[src/hdl/rrcs_pkg.sv]
`timescale 1ns / 1ps

package rrcs_pkg;

    localparam int COORD_BITS_DEF = 16;
    localparam int NUM_PIECES     = 4;
    localparam int CFG_IDX_BITS   = 3;

    typedef enum logic [CFG_IDX_BITS-1:0] {
        CFG_CLIP_LEFT   = 3'd0,
        CFG_CLIP_TOP    = 3'd1,
        CFG_CLIP_RIGHT  = 3'd2,
        CFG_CLIP_BOTTOM = 3'd3,
        CFG_OP_MODE     = 3'd4
    } t_cfg_idx;

    typedef enum logic {
        MODE_AND = 1'b0,
        MODE_SUB = 1'b1
    } t_op_mode;

    // control that rides with a set of candidate pieces into the serializer
    typedef struct packed {
        logic [NUM_PIECES-1:0] mask;
        logic                  region_end;
    } t_emit_ctl;

endpackage

[src/hdl/rect_region_clip_subtract.sv]
`timescale 1ns / 1ps

// Clips a stream of region rectangles against a programmed clip rectangle,
// keeping the overlap (intersect mode) or cutting the clip area out of each
// rectangle as up to four pieces (subtract mode). A rectangle that gives one
// result or none is taken every cycle while the output is not stalled; one
// that gives several pieces holds the output serializer until its last piece
// is out, as the serializer sends a single output beat per cycle. An input
// beat passes three pipeline stages (normalize, overlap compare, piece build),
// the serializer and the output register.
// Program the clip registers only while the block is empty.
module rect_region_clip_subtract
    import rrcs_pkg::*;
#(
    parameter int COORD_BITS = COORD_BITS_DEF
) (
    input  logic                          i_clk,
    input  logic                          i_rst_n,
    input  logic                          i_cfg_valid,
    output logic                          o_cfg_ready,
    input  logic [CFG_IDX_BITS-1:0]       i_cfg_index,
    input  logic [COORD_BITS-1:0]         i_cfg_data,
    input  logic                          i_in_valid,
    output logic                          o_in_ready,
    input  logic signed [COORD_BITS-1:0]  i_in_left,
    input  logic signed [COORD_BITS-1:0]  i_in_top,
    input  logic signed [COORD_BITS-1:0]  i_in_right,
    input  logic signed [COORD_BITS-1:0]  i_in_bottom,
    input  logic                          i_in_region_end,
    output logic                          o_out_valid,
    input  logic                          i_out_ready,
    output logic signed [COORD_BITS-1:0]  o_out_left,
    output logic signed [COORD_BITS-1:0]  o_out_top,
    output logic signed [COORD_BITS-1:0]  o_out_right,
    output logic signed [COORD_BITS-1:0]  o_out_bottom,
    output logic                          o_piece_valid,
    output logic                          o_last_of_input,
    output logic                          o_region_done
);

    logic signed [COORD_BITS-1:0] r_clip_left, r_clip_top, r_clip_right, r_clip_bottom;
    t_op_mode                     r_op_mode;
    // normalized copy of the clip box
    logic signed [COORD_BITS-1:0] r_cn_l, r_cn_t, r_cn_r, r_cn_b;

    logic                                    f_valid;
    logic                                    f_ready;
    logic [NUM_PIECES-1:0][4*COORD_BITS-1:0] f_pieces;
    t_emit_ctl                               f_ctl;

    assign o_cfg_ready = 1'b1;

    always_ff @(posedge i_clk) begin
        if (!i_rst_n) begin
            r_clip_left   <= '0;
            r_clip_top    <= '0;
            r_clip_right  <= '0;
            r_clip_bottom <= '0;
            r_op_mode     <= MODE_AND;
            r_cn_l        <= '0;
            r_cn_t        <= '0;
            r_cn_r        <= '0;
            r_cn_b        <= '0;
        end else begin
            if (i_cfg_valid) begin
                case (i_cfg_index)
                    CFG_CLIP_LEFT:   r_clip_left   <= i_cfg_data;
                    CFG_CLIP_TOP:    r_clip_top    <= i_cfg_data;
                    CFG_CLIP_RIGHT:  r_clip_right  <= i_cfg_data;
                    CFG_CLIP_BOTTOM: r_clip_bottom <= i_cfg_data;
                    CFG_OP_MODE:     r_op_mode     <= t_op_mode'(i_cfg_data[0]);
                    default: ;
                endcase
            end
            r_cn_l <= (r_clip_left > r_clip_right) ? r_clip_right : r_clip_left;
            r_cn_r <= (r_clip_left > r_clip_right) ? r_clip_left  : r_clip_right;
            r_cn_t <= (r_clip_top > r_clip_bottom) ? r_clip_bottom : r_clip_top;
            r_cn_b <= (r_clip_top > r_clip_bottom) ? r_clip_top    : r_clip_bottom;
        end
    end

    rrcs_front #(
        .COORD_BITS (COORD_BITS)
    ) u_front (
        .i_clk         (i_clk),
        .i_rst_n       (i_rst_n),
        .i_valid       (i_in_valid),
        .o_ready       (o_in_ready),
        .i_left        (i_in_left),
        .i_top         (i_in_top),
        .i_right       (i_in_right),
        .i_bottom      (i_in_bottom),
        .i_region_end  (i_in_region_end),
        .i_clip_left   (r_cn_l),
        .i_clip_top    (r_cn_t),
        .i_clip_right  (r_cn_r),
        .i_clip_bottom (r_cn_b),
        .i_op_mode     (r_op_mode),
        .o_valid       (f_valid),
        .i_ready       (f_ready),
        .o_pieces      (f_pieces),
        .o_ctl         (f_ctl)
    );

    rrcs_emit #(
        .COORD_BITS (COORD_BITS)
    ) u_emit (
        .i_clk           (i_clk),
        .i_rst_n         (i_rst_n),
        .i_valid         (f_valid),
        .o_ready         (f_ready),
        .i_pieces        (f_pieces),
        .i_ctl           (f_ctl),
        .o_out_valid     (o_out_valid),
        .i_out_ready     (i_out_ready),
        .o_out_left      (o_out_left),
        .o_out_top       (o_out_top),
        .o_out_right     (o_out_right),
        .o_out_bottom    (o_out_bottom),
        .o_piece_valid   (o_piece_valid),
        .o_last_of_input (o_last_of_input),
        .o_region_done   (o_region_done)
    );

endmodule

[src/hdl/rrcs_front.sv]
`timescale 1ns / 1ps

module rrcs_front
    import rrcs_pkg::*;
#(
    parameter int COORD_BITS = COORD_BITS_DEF
) (
    input  logic                                        i_clk,
    input  logic                                        i_rst_n,
    input  logic                                        i_valid,
    output logic                                        o_ready,
    input  logic signed [COORD_BITS-1:0]                i_left,
    input  logic signed [COORD_BITS-1:0]                i_top,
    input  logic signed [COORD_BITS-1:0]                i_right,
    input  logic signed [COORD_BITS-1:0]                i_bottom,
    input  logic                                        i_region_end,
    input  logic signed [COORD_BITS-1:0]                i_clip_left,
    input  logic signed [COORD_BITS-1:0]                i_clip_top,
    input  logic signed [COORD_BITS-1:0]                i_clip_right,
    input  logic signed [COORD_BITS-1:0]                i_clip_bottom,
    input  t_op_mode                                    i_op_mode,
    output logic                                        o_valid,
    input  logic                                        i_ready,
    output logic [NUM_PIECES-1:0][4*COORD_BITS-1:0]     o_pieces,
    output t_emit_ctl                                   o_ctl
);

    typedef struct packed {
        logic hit;
        logic cut_l;
        logic cut_r;
        logic cut_t;
        logic cut_b;
    } t_cut_flags;

    // stage 1: normalized input box
    logic                         r1_v;
    logic signed [COORD_BITS-1:0] r1_l, r1_t, r1_r, r1_b;
    logic                         r1_end;
    // stage 2: overlap and cut flags
    logic                         r2_v;
    logic signed [COORD_BITS-1:0] r2_l, r2_t, r2_r, r2_b;
    logic signed [COORD_BITS-1:0] r2_ov_l, r2_ov_t, r2_ov_r, r2_ov_b;
    t_cut_flags                   r2_f;
    logic                         r2_end;
    // stage 3: candidate pieces
    logic                                    r3_v;
    logic [NUM_PIECES-1:0][4*COORD_BITS-1:0] r3_pc;
    t_emit_ctl                               r3_ctl;

    logic rdy1, rdy2, rdy3;

    logic signed [COORD_BITS-1:0] n1_l, n1_t, n1_r, n1_b;
    logic signed [COORD_BITS-1:0] n2_ov_l, n2_ov_t, n2_ov_r, n2_ov_b;
    t_cut_flags                   n2_f;
    logic [NUM_PIECES-1:0][4*COORD_BITS-1:0] n3_pc;
    logic [NUM_PIECES-1:0]                   n3_mask;

    assign rdy3    = !r3_v || i_ready;
    assign rdy2    = !r2_v || rdy3;
    assign rdy1    = !r1_v || rdy2;
    assign o_ready = rdy1;

    always_comb begin
        n1_l = (i_left > i_right) ? i_right : i_left;
        n1_r = (i_left > i_right) ? i_left  : i_right;
        n1_t = (i_top > i_bottom) ? i_bottom : i_top;
        n1_b = (i_top > i_bottom) ? i_top    : i_bottom;
    end

    always_comb begin
        n2_f.cut_l = r1_l < i_clip_left;
        n2_f.cut_r = r1_r > i_clip_right;
        n2_f.cut_t = r1_t < i_clip_top;
        n2_f.cut_b = r1_b > i_clip_bottom;
        n2_ov_l    = n2_f.cut_l ? i_clip_left   : r1_l;
        n2_ov_r    = n2_f.cut_r ? i_clip_right  : r1_r;
        n2_ov_t    = n2_f.cut_t ? i_clip_top    : r1_t;
        n2_ov_b    = n2_f.cut_b ? i_clip_bottom : r1_b;
        n2_f.hit   = (n2_ov_l < n2_ov_r) && (n2_ov_t < n2_ov_b);
    end

    // order: left strip, right strip, then top and bottom at the narrowed width
    always_comb begin
        n3_pc   = '0;
        n3_mask = '0;
        if (i_op_mode == MODE_AND) begin
            n3_pc[0]   = {r2_ov_l, r2_ov_t, r2_ov_r, r2_ov_b};
            n3_mask[0] = r2_f.hit;
        end else if (!r2_f.hit) begin
            n3_pc[0]   = {r2_l, r2_t, r2_r, r2_b};
            n3_mask[0] = 1'b1;
        end else begin
            n3_pc[0] = {r2_l, r2_t, i_clip_left, r2_b};
            n3_pc[1] = {i_clip_right, r2_t, r2_r, r2_b};
            n3_pc[2] = {r2_ov_l, r2_t, r2_ov_r, i_clip_top};
            n3_pc[3] = {r2_ov_l, i_clip_bottom, r2_ov_r, r2_b};
            n3_mask  = {r2_f.cut_b, r2_f.cut_t, r2_f.cut_r, r2_f.cut_l};
        end
    end

    always_ff @(posedge i_clk) begin
        if (!i_rst_n) begin
            r1_v <= 1'b0;
            r2_v <= 1'b0;
            r3_v <= 1'b0;
        end else begin
            if (rdy1) begin
                r1_v <= i_valid;
            end
            if (rdy2) begin
                r2_v <= r1_v;
            end
            if (rdy3) begin
                r3_v <= r2_v;
            end
        end
    end

    always_ff @(posedge i_clk) begin
        if (rdy1 && i_valid) begin
            r1_l   <= n1_l;
            r1_t   <= n1_t;
            r1_r   <= n1_r;
            r1_b   <= n1_b;
            r1_end <= i_region_end;
        end
        if (rdy2 && r1_v) begin
            r2_l    <= r1_l;
            r2_t    <= r1_t;
            r2_r    <= r1_r;
            r2_b    <= r1_b;
            r2_ov_l <= n2_ov_l;
            r2_ov_t <= n2_ov_t;
            r2_ov_r <= n2_ov_r;
            r2_ov_b <= n2_ov_b;
            r2_f    <= n2_f;
            r2_end  <= r1_end;
        end
        if (rdy3 && r2_v) begin
            r3_pc             <= n3_pc;
            r3_ctl.mask       <= n3_mask;
            r3_ctl.region_end <= r2_end;
        end
    end

    assign o_valid  = r3_v;
    assign o_pieces = r3_pc;
    assign o_ctl    = r3_ctl;

`ifndef SYNTHESIS
    // intersect mode never produces more than one piece
    a_and_single: assert property (@(posedge i_clk) disable iff (!i_rst_n)
        (r3_v && i_op_mode == MODE_AND) |-> $onehot0(r3_ctl.mask))
        else $error("intersect mode produced more than one piece");

    // a stalled stage 3 keeps its beat
    a_s3_hold: assert property (@(posedge i_clk) disable iff (!i_rst_n)
        (r3_v && !i_ready) |=> (r3_v && $stable(r3_ctl)))
        else $error("stage 3 lost a stalled beat");

    // the right strip can only come with an overlap
    a_cut_needs_hit: assert property (@(posedge i_clk) disable iff (!i_rst_n)
        (r2_v && i_op_mode == MODE_SUB && n3_mask[1]) |-> r2_f.hit)
        else $error("strip emitted without overlap");
`endif

endmodule

[src/hdl/rrcs_emit.sv]
`timescale 1ns / 1ps

module rrcs_emit
    import rrcs_pkg::*;
#(
    parameter int COORD_BITS = COORD_BITS_DEF
) (
    input  logic                                    i_clk,
    input  logic                                    i_rst_n,
    input  logic                                    i_valid,
    output logic                                    o_ready,
    input  logic [NUM_PIECES-1:0][4*COORD_BITS-1:0] i_pieces,
    input  t_emit_ctl                               i_ctl,
    output logic                                    o_out_valid,
    input  logic                                    i_out_ready,
    output logic signed [COORD_BITS-1:0]            o_out_left,
    output logic signed [COORD_BITS-1:0]            o_out_top,
    output logic signed [COORD_BITS-1:0]            o_out_right,
    output logic signed [COORD_BITS-1:0]            o_out_bottom,
    output logic                                    o_piece_valid,
    output logic                                    o_last_of_input,
    output logic                                    o_region_done
);

    logic                                    r_sv;
    logic [NUM_PIECES-1:0][4*COORD_BITS-1:0] r_pc;
    t_emit_ctl                               r_ctl;

    logic                    r_ov;
    logic [4*COORD_BITS-1:0] r_box;
    logic                    r_pvalid;
    logic                    r_last;
    logic                    r_done;

    logic [NUM_PIECES-1:0]   lowbit;
    logic [NUM_PIECES-1:0]   rem;
    logic [4*COORD_BITS-1:0] sel;
    logic                    have_piece;
    logic                    emit_any;
    logic                    rem_zero;
    logic                    out_ld;
    logic                    fin;

    assign lowbit     = r_ctl.mask & ((~r_ctl.mask) + 1'b1);
    assign rem        = r_ctl.mask & ~lowbit;
    assign rem_zero   = (rem == '0);
    assign have_piece = (r_ctl.mask != '0);
    // an item with no piece still sends a bare beat if it closes a region
    assign emit_any   = have_piece || r_ctl.region_end;
    assign out_ld     = !r_ov || i_out_ready;
    assign fin        = r_sv && (!emit_any || (out_ld && rem_zero));
    assign o_ready    = !r_sv || fin;

    always_comb begin
        sel = '0;
        for (int i = 0; i < NUM_PIECES; i++) begin
            if (lowbit[i]) begin
                sel = sel | r_pc[i];
            end
        end
    end

    always_ff @(posedge i_clk) begin
        if (!i_rst_n) begin
            r_sv <= 1'b0;
            r_ov <= 1'b0;
        end else begin
            if (o_ready) begin
                r_sv <= i_valid;
            end
            if (out_ld) begin
                r_ov <= r_sv && emit_any;
            end
        end
    end

    always_ff @(posedge i_clk) begin
        if (o_ready && i_valid) begin
            r_pc  <= i_pieces;
            r_ctl <= i_ctl;
        end else if (r_sv && emit_any && out_ld) begin
            r_ctl.mask <= rem;
        end
        if (out_ld) begin
            r_box    <= have_piece ? sel : '0;
            r_pvalid <= have_piece;
            r_last   <= rem_zero;
            r_done   <= rem_zero && r_ctl.region_end;
        end
    end

    assign o_out_valid     = r_ov;
    assign o_out_left      = r_box[4*COORD_BITS-1:3*COORD_BITS];
    assign o_out_top       = r_box[3*COORD_BITS-1:2*COORD_BITS];
    assign o_out_right     = r_box[2*COORD_BITS-1:COORD_BITS];
    assign o_out_bottom    = r_box[COORD_BITS-1:0];
    assign o_piece_valid   = r_pvalid;
    assign o_last_of_input = r_last;
    assign o_region_done   = r_done;

`ifndef SYNTHESIS
    a_bare_closes: assert property (@(posedge i_clk) disable iff (!i_rst_n)
        (o_out_valid && !o_piece_valid) |-> (o_last_of_input && o_region_done))
        else $error("bare beat without region end");

    a_done_is_last: assert property (@(posedge i_clk) disable iff (!i_rst_n)
        (o_out_valid && o_region_done) |-> o_last_of_input)
        else $error("region done on a beat that is not last");

    // while a non-final piece waits, the rest of its item is still held
    a_rest_held: assert property (@(posedge i_clk) disable iff (!i_rst_n)
        (o_out_valid && !o_last_of_input) |-> (r_sv && r_ctl.mask != '0))
        else $error("remaining pieces lost");
`endif

endmodule

[config.mk]
export PLATFORM = sky130hd
export DESIGN_NAME = rect_region_clip_subtract
export DESIGN_NICKNAME = d
export VERILOG_FILES = /design/src/hdl/rrcs_pkg.sv /design/src/hdl/rect_region_clip_subtract.sv /design/src/hdl/rrcs_front.sv /design/src/hdl/rrcs_emit.sv
export SDC_FILE = /design/constraint.sdc
export NUM_CORES = 1
export LEC_CHECK = 0
export ABC_AREA = 0
export BUFFER_PORTS_ARGS = -buffer_cell sky130_fd_sc_hd__buf_2
export CORE_ASPECT_RATIO = 2
export CORE_MARGIN = 4
export CORE_UTILIZATION = 55
export DETAILED_ROUTE_END_ITERATION = 10
export GPL_ROUTABILITY_DRIVEN = 0
export PLACE_DENSITY = 0.85
export SLEW_MARGIN = 20
export SYNTH_ARGS = -nofsm -noshare
export SYNTH_HDL_FRONTEND = slang
export SYNTH_SLANG_ARGS = --single-unit
[constraint.sdc]
create_clock -name i_clk -period 42.7 [get_ports i_clk]
set_input_delay 2.135 -clock i_clk [delete_from_list [all_inputs] [get_ports i_clk]]
set_output_delay 2.135 -clock i_clk [all_outputs]
set_load 0.005 [all_outputs]
---- Yosys cells after proc, flatten, opt, wreduce, memory -nomap -nowiden ----
Cells that the tools add are included.
word-level totals
  bits of input ports ..................... 89
  bits in registers ....................... 922
  logic and storage cells ................. 127
cells by class
  mux-type cells .......................... 22
  bitwise operators ....................... 7
  equality and inequality tests ........... 4
  reduce and logical (&&, ||, !) cells .... 33
  $add $sub $neg .......................... 1
  magnitude comparators ................... 10
operators with widths
  cell                                           count
  two-way mux 64 bit                             5
  two-way mux 16 bit                             12
  bitwise OR 64 bit                              3
  > comparator 16 bit                            6
  less-than comparator 16 bit                    4
  two-way mux 32 bit                             1
  AND reduction 2 bit                            6
  logical AND 1 bit                              10
  bitwise AND 4 bit                              2
  two-way mux 4 bit                              2
  NOT 4 bit                                      2
  logical OR 1 bit                               7
  == test 3 x 2 -> 1 bit, second input constant  2
  zero test 1 bit                                6
  adder 4 x 1 -> 4 bit, second input constant    1
  zero test 4 bit                                1
  nonzero test 4 bit                             1
  == test 3 x 1 -> 1 bit, second input constant  1
  == test 3 bit, second input constant           1
  zero test 3 bit                                1
  two-way mux 1 bit                              2
  nonzero test 2 bit                             1

---- Logic depth before layout (Yosys ltp) ----
Gate-level depths: netlist (run 1).
  depth in word-level cells ............... 14
  mapped depth ............................ 20

---- Hierarchy ----
From an unflattened synthesis (run 1), not the netlist that was laid out.
second synthesis, totals
  cells, all modules ...................... 2613
  area total of the unflattened synthesis .. 36657.7 um^2
by module, submodules not included
  module                     times used  area each (um^2)  cells each  sequential area each (um^2)
  rrcs_front                 1           19292.3           1361        11951.5
  rrcs_emit                  1           11860.1           637         9889.5
  rect_region_clip_subtract  1           5505.3            615         2582.5

---- Worst setup path before layout (run 1) ----
Ideal clock, no wire load.
  kind .................................... input -> register
  start ................................... input port i_out_ready
  end ..................................... register u_front.r2_b[0] (enable)
  required time ........................... 41869 ps
  stages .................................. 4
  data arrival time ....................... 14143 ps
  path buffers ............................ 0
  setup time .............................. 831 ps
  path slack .............................. 27725 ps
  cell sequence ........................... nand2b_1 a21oi_1 and2_0 a21boi_0
on the way
  longest elaborated chain between the ends .. 8
ends and longest elaborated chain
  what                  line                             text
  start, declared       rect_region_clip_subtract.sv:31  input logic i_out_ready,
  logical OR 1 bit      rrcs_emit.sv:50                  assign out_ld = !r_ov || i_out_ready;
  logical AND 1 bit     rrcs_emit.sv:51                  assign fin = r_sv && (!emit_any || (out_ld && rem_zero));
  logical OR 1 bit      rrcs_emit.sv:51
  logical AND 1 bit     rrcs_emit.sv:51
  logical OR 1 bit      rrcs_emit.sv:52                  assign o_ready = !r_sv || fin;
  logical OR 1 bit      rrcs_front.sv:59                 assign rdy3 = !r3_v || i_ready;
  logical OR 1 bit      rrcs_front.sv:60                 assign rdy2 = !r2_v || rdy3;
  logical AND 1 bit     rrcs_front.sv:128                if (rdy2 && r1_v) begin
  end signal, assigned  rrcs_front.sv:132                r2_b <= r1_b;
  end, declared         rrcs_front.sv:42                 logic signed [COORD_BITS-1:0] r2_l, r2_t, r2_r, r2_b;
Every way passes these cells.
A chain may end at the register's enable or synchronous reset.

---- Final worst setup path (run 1) ----
  start ................................... input port i_out_ready
  end ..................................... output port o_in_ready
on the way
  longest elaborated chain between the ends .. 8
ends and longest elaborated chain
  what               line                             text
  logical OR 1 bit   rrcs_emit.sv:50
  via u_emit.out_ld  rrcs_emit.sv:41                  logic out_ld;
  logical AND 1 bit  rrcs_emit.sv:51
  logical OR 1 bit   rrcs_emit.sv:51
  logical AND 1 bit  rrcs_emit.sv:51
  logical OR 1 bit   rrcs_emit.sv:52
  logical OR 1 bit   rrcs_front.sv:59
  logical OR 1 bit   rrcs_front.sv:60
  logical OR 1 bit   rrcs_front.sv:61                 assign rdy1 = !r1_v || rdy2;
  end, declared      rect_region_clip_subtract.sv:24  output logic o_in_ready,
The timed path passes the listed nets, and every way through them passes these cells.

==> summary.md, run 1 <==
| Metric | Value |
|---|---|
| Status | completed |
| Switching power of the nets | 0.000389 W |
| Crit path max fanout | 70 |
| Area growth syn-to-layout | 10.7% |
| CTS clk-pin slew, worst paths | 0.08 ns |
| Max Cap Viol | 0 |
| Die area | 0.0649 sq mm |
| First-pass GRT wire length | 107000 microns |
| GRT Residual Overflow | 0 |
| Tmin final | 6.28 ns |
| Post-CTS sizing | 0 |
| Area leader, netlist | edfxtp_1 |
| Power share of the clock group | 33.9% |
| Synthesized cell area | 0.0334 sq mm |
| GRT Overall Usage | 20.9% |
| Vias per cell | 5.79 |
| Synth top area share | 59.4% |
| Synth cell types | 62 |
| Clock buffer depth | 3 |
| Pleak | 13.9 nW |
| Mapped Nets | 2624 |
| Async set-or-reset flop fraction in the synthesized netlist | 0% |
| CP max stage cell | nand2b_4 |
| Seq cells post-synth | 794 |
| Most common cell on crit path | buf_2 |
| Clk sinks | 794 |
| I/O pin total | 159 |
| Via count | 19300 |
| Total iterations of the first detailed-routing run | 7 |
| Starting Density | 55.5% |
| Ys flop type | edfxtp_1 |
| Final Hold Viols | 0 |
| Mapped Cells | 2379 |
| Ys Warns | 0 |
| Largest net degree at the start of global routing | 135 |
| Clk_lat worst skew | 0.63 ns |
| CP startpoint kind | input pin |
| Share of layout cells above drive strength 1 | 18.1% |
| Peak VDD IR | 0.0340 mV |
| Pint | 0.00125 W |
| Number of port buffers | 157 |
| Crit. End Element | primary output |
| Root Driver | clkbuf_16 |
| Fin area | 0.0369 sq mm |
| P per Cell Area | 44.4 mW/mm^2 |
| Placed inst area | 0.0349 sq mm |
| Die H | 356 microns |
| Slew Viols, Final | 0 |
| Post-CTS setup buffer count | 0 |
| Cell Rows | 127 |
| Die width | 182 microns |
| Switch share | 23.7% |
| TritonCTS clock tree | built |
| Unrepaired setup endpoints after global routing | no |
| Number of global-route vias before repair | 19700 |
| Worst hold path type | reg -> reg |
| EDFF count, synth | 660 |
| Setup TNS | 0 ns |
| Final setup viols | 0 |
| Antenna viol nets, final | 0 |
| Seq/Total Area, Yosys | 67.5% |
| DRC Markers | 0 |
| Fmax | 159 MHz |
| Leading cell type in the layout, fill and taps excluded | edfxtp_1 |
| Reg power frac | 54.6% |
| Antenna violations before repair | 0 |
| Crit path cell chain | buf_2 -> nand2b_4 -> a21oi_1 -> and2_0 -> buf_4 -> nand3_1 -> buf_2 |
| Comb pwr share | 11.5% |
| Rel. slew slack | 29.5% |
| Post-route clock skew | 0.0192 ns |
| Setup Slack @ Placement | 36.38 ns |
| Utilization after layout | 61.5% |
| Area contributors post-synth | edfxtp_1 (59%), dfxtp_1 (8.0%), ha_1 (5.9%) |
| Final worst slack | 36.42 ns |
| Avg Synthesized Cell Area | 14.0 sq um |
| Most frequent cells in the layout | edfxtp_1 (660), nand2_1 (244), inv_1 (201) |
| Number of CTS-inserted buffers | 60 |
| Ant. Diodes | 0 |
| First DRT Iteration DRCs | 1420 |
| CP required | 40.56 ns |
| Worst-Margin Slew | 1.06 ns |
| Number of nets in the layout | 2753 |
| Final wirelength | 68500 microns |
| Critical path class | in -> out |
| CTS H-tree lvls | 2 |
| # hold bufs at CTS | 0 |
| Final Cycle Share | 14.7% |
| Max incr delay on CP | 0.59 ns |
| Core Region | 0.0601 sq mm |
| CP arrival | 4.14 ns |
| Post-DP HPWL | 48200 microns |
| WL per Instance | 20.6 microns |
stage by stage:
stage | hold slack [ns] | instances | total power (W)
finish | 0.409 | 3332 | 0.00164
global route | 0.423 | 3332 | 0.00170
CTS | 0.411 | 3331 | 0.00164
detailed placement | 0.405 | 3219 | 0.00110
global placement | 0.401 | 3219 | 0.00108
floorplan | 0.400 | 2379 | 0.00104
kinds of logic after synthesis:
group	share of synthesized area [%]
buffers and inverters	3.60
and+or+nand+nor	7.65
AOI/OAI and AO/OA	6.87
other	0.0112
xor gates and xnor gates	0.0488
DFF	67.5
adders and majority gates	5.88
muxes	8.47
worst max-delay path, delay by kind of cell:
family                 cells  cell delay, ns
buffers and inverters      3            0.49
and+or+nand+nor            3            0.94
AOI/OAI and AO/OA          1            0.57
metal layers:
layer	vias up	share of wire, %	global-route usage [%]
met2	745	50	36.4
met1	9377	39	25.9
li1	9015	-	-
met5	-	0	0
met4	0	5.0	9.77
met3	145	6.0	2.84
final timing paths:
path                            slack (ns)                           from                         to  cells after the start
worst min register to register        0.41  u_front.o_pieces[7]$_DFFE_PP_   u_emit.r_pc[7]$_DFFE_PP_                      0
worst min-delay path                  0.41  u_front.o_pieces[7]$_DFFE_PP_   u_emit.r_pc[7]$_DFFE_PP_                      0
worst max register to register       37.41     u_front.r1_t[15]$_DFFE_PP_  u_front.r2_f[4]$_DFFE_PP_                     16
worst max-delay path                 36.42                    i_out_ready                 o_in_ready                      7
power groups by stage:
stage / registers, W / logic [W] / clock network, W
after floorplan: 0.000907 / 0.000134 / 0
after detailed placement: 0.000911 / 0.000185 / 0
after global routing: 0.000897 / 0.000207 / 0.000596
after CTS: 0.000894 / 0.000187 / 0.000563
final: 0.000895 / 0.000189 / 0.000555
after global placement: 0.000909 / 0.000176 / 0
cell type report:
type                            instances  area [sq um]
Fill cell                            4238         23100
Sequential cell                       794         22500
Multi-Input combinational cell       1274          9770
Clock buffer                           75          1610
Timing Repair Buffer                  177           977
Tap cell                              774           968
Inverter                              201           754
Clock inverter                         37           334
synth_stat cells, drive strengths merged, types with 2 or more instances:
library cell  number
and2               4
a31oi              6
nor2b             18
clkbuf            90
nand4             28
a211oi             6
mux2i            103
o2111ai            2
and3              88
buf               20
nor3b              3
a21boi            83
or2                6
o211ai             4
o21bai             3
a21oi             65
dfxtp            134
nand2            244
a221o             12
nand2b             9
and4               4
o21ai             28
o21a              14
mux2             159
a21o              21
a222oi            48
o31ai              3
a2111oi            3
edfxtp           660
inv              201
a221oi             2
nor2             104
or3                5
nor3              10
o32ai              2
or4                2
nor4               5
nand3             11
ha               156
No activity file was read; power rests on OpenSTA's default activity.
==> inputs of run 2 (changes only) <==
Settings changed: PLACE_DENSITY 0.85 to 0.87.
Clock period 42.7 ns to 5.2 ns, I/O delays scaled along.
==> summary.md, run 2 (synthesis results as in run 1) <==
| Metric | Value |
|---|---|
| Clk sinks | 794 (unchanged) |
| Beginning of the worst hold path | i_cfg_data[10] |
| CTS H-tree lvls | 2 (unchanged) |
| Rel. slew slack | 24.8% (-4.7 points) |
| Worst hold path type | in -> reg |
| Reg2reg end | u_front.r2_f[4]$_DFFE_PP_ |
| R2R setup slack | 0.21 ns (-37.20 ns) |
| Worst flop-to-flop path startpoint | u_front.r1_t[15]$_DFFE_PP_ |
| Worst-Margin Slew | 1.13 ns (+0.0702 ns) |
| CP startpoint kind | flip-flop |
| Antenna violations before repair | 1 (+1) |
| Clk_lat worst skew | 0.64 ns (about the same) |
| Share of layout cells above drive strength 1 | 17.9% (-0.22 points) |
| I/O pin total | 159 (unchanged) |
| Pleak | 14.5 nW (+4.1%) |
| Post-DP HPWL | 50700 microns (+5.1%) |
| Switching power of the nets | 0.00334 W (+760%) |
| GRT Overall Usage | 22.4% (+1.5 points) |
| Fmax | 201 MHz |
| Number of nets in the layout | 2865 (+4.1%) |
| Most frequent cells in the layout | edfxtp_1 (660), nand2_1 (244), inv_1 (201) |
| Crit. Startpoint | u_front.r1_t[15]$_DFFE_PP_ |
| Status | completed |
| Crit. End Element | flip-flop |
| Worst reg-to-reg path cell count | 17 (+1) |
| Largest net degree at the start of global routing | 201 (+49%) |
| Crit path max fanout | 16 (-77%) |
| P per Cell Area | 366 mW/mm^2 (+720%) |
| Final wirelength | 74100 microns (+8.1%) |
| Power share of the clock group | 35.2% (+1.3 points) |
| GRT Residual Overflow | 0 (unchanged) |
| Leading cell type in the layout, fill and taps excluded | edfxtp_1 |
| First-pass GRT wire length | 115000 microns (+7.0%) |
| Clock buffer depth | 3 (unchanged) |
| DRC Markers | 0 (unchanged) |
| First DRT Iteration DRCs | 1858 (+31%) |
| Final Hold Viols | 0 (unchanged) |
| Unrepaired setup endpoints after global routing | no |
| Core Region | 0.0601 sq mm (unchanged) |
| Area growth syn-to-layout | 14.7% |
| Number of CTS-inserted buffers | 61 (+1.7%) |
| Total iterations of the first detailed-routing run | 7 (unchanged) |
| Antenna viol nets, final | 0 (unchanged) |
| CP required | 5.68 ns (-34.88 ns) |
| Die area | 0.0649 sq mm (unchanged) |
| CTS clk-pin slew, worst paths | 0.07 ns (about the same) |
| Final hold slack | 0.0305 ns (-0.379 ns) |
| Vias per cell | 5.86 (+1.2%) |
| Critical path class | reg -> reg |
| Die width | 182 microns (unchanged) |
| Cell Rows | 127 (unchanged) |
| WL per Instance | 21.5 microns (+4.5%) |
| Root Driver | clkbuf_16 |
| TritonCTS clock tree | built |
| Fin cells | 3447 (+3.5%) |
| Via count | 20200 (+4.7%) |
| Number of global-route vias before repair | 20700 (+5.3%) |
| Post-route clock skew | 0.0153 ns (-0.00390 ns) |
| Switch share | 23.9% (+0.16 points) |
| Max Cap Viol | 0 (unchanged) |
| Starting Density | 55.5% (unchanged) |
| Ant. Diodes | 0 (unchanged) |
| Final setup viols | 0 (unchanged) |
| Number of port buffers | 157 (unchanged) |
| Reg power frac | 52.5% (-2.1 points) |
| Die H | 356 microns (unchanged) |
| # placed instances | 3227 (+0.25%) |
| Setup TNS | 0 ns (unchanged) |
| Final Cycle Share | 95.9% |
| Peak VDD IR | 0.333 mV (+880%) |
| Hold EP | r_clip_top[10]$_SDFFE_PN0P_ |
| CP arrival | 5.46 ns (+1.32 ns) |
| WHS Path Cells | 3 (+3) |
| Slew Viols, Final | 0 (unchanged) |
| Tmin final | 4.99 ns |
| Pint | 0.0107 W (+750%) |
| Comb pwr share | 12.4% (+0.9 points) |
run 2: cell count changes in the layout (fill, tap and decap cells not counted), moves of 3 or more:
cell,delta
dlygate4sd3_1,+103
buf_12,+6
buf_4,+6
clkbuf_8,+6
buf_6,-4
bufinv_16,+3
clkinvlp_4,-3
run 2: through the flow:
| stage | worst slack, ns | power, W | utilization, % | cell area, sq um |
|---|---|---|---|---|
| after global placement | 0.340 | 0.00895 | 58.4 | 35100 |
| after detailed placement | 0.236 | 0.00904 | 58.4 | 35100 |
| after CTS | 0.165 | 0.0140 | 63.6 | 38200 |
| final | 0.213 | 0.0140 | 63.7 | 38200 |
| after floorplan | 0.00873 | 0.00852 | - | 33400 |
| after global routing | 0.0975 | 0.0145 | 63.7 | 38200 |
run 2: layout make-up:
class                   count  area, sq um
fillers                  4105        21800
well taps                 774          968
repair buffers            288         2110
multi-input cells        1274         9780
inverters                 201          754
clock inverters            34          389
clock buffers              82         1740
flip-flops and latches    794        22500
run 2: how the worst max path moves through the flow:
stage | end | slack [ns]
after floorplan | u_front.o_ctl[0]$_DFFE_PP_ | 0.009
after global placement | u_front.r2_f[4]$_DFFE_PP_ | 0.34
after detailed placement | u_front.r2_f[4]$_DFFE_PP_ | 0.24
after CTS | u_front.r2_f[4]$_DFFE_PP_ | 0.17
after global routing | u_front.r2_f[4]$_DFFE_PP_ | 0.1
final | u_front.r2_f[4]$_DFFE_PP_ | 0.21
run 2: timing repair:
item                       4_1_cts  5_1_grt
gates resized for setup          1        1
hold buffers                   103        0
hold endpoints to repair       115        0
setup endpoints to repair        1        1
buffers inserted                 0        0
run 2: per-layer routing:
metal / vias to the layer above / global-route usage, % / share of wire [%]
met3: 223 / 3.26 / 6.8
met5: - / 0 / 0.020
met2: 1000 / 38.0 / 49
met1: 9739 / 27.6 / 38
li1: 9227 / - / -
met4: 2 / 12.5 / 6.2
run 2: worst max-delay path, stage by stage (launching register included):
cell and delay [ns]:
edfxtp_1 0.44, ha_1 0.43, nand4_1 0.23, or3_1 0.48
a221oi_2 0.29, or4_4 0.22, xor2_2 0.14, buf_4 0.28
mux2_2 0.39, ha_1 0.30, a21o_1 0.19, a21o_1 0.17
a21oi_1 0.19, or3_1 0.14, nand4_1 0.12, a31oi_2 0.35
a21oi_2 0.21, a211oi_2 0.25
run 2: power by group through the flow:
stage                     registers, W  logic (W)  clock network, W
after floorplan                0.00742    0.00110                 0
after global placement         0.00745    0.00150                 0
after detailed placement       0.00747    0.00157                 0
after CTS                      0.00734    0.00169           0.00498
after global routing           0.00736    0.00185           0.00525
final                          0.00734    0.00173           0.00492
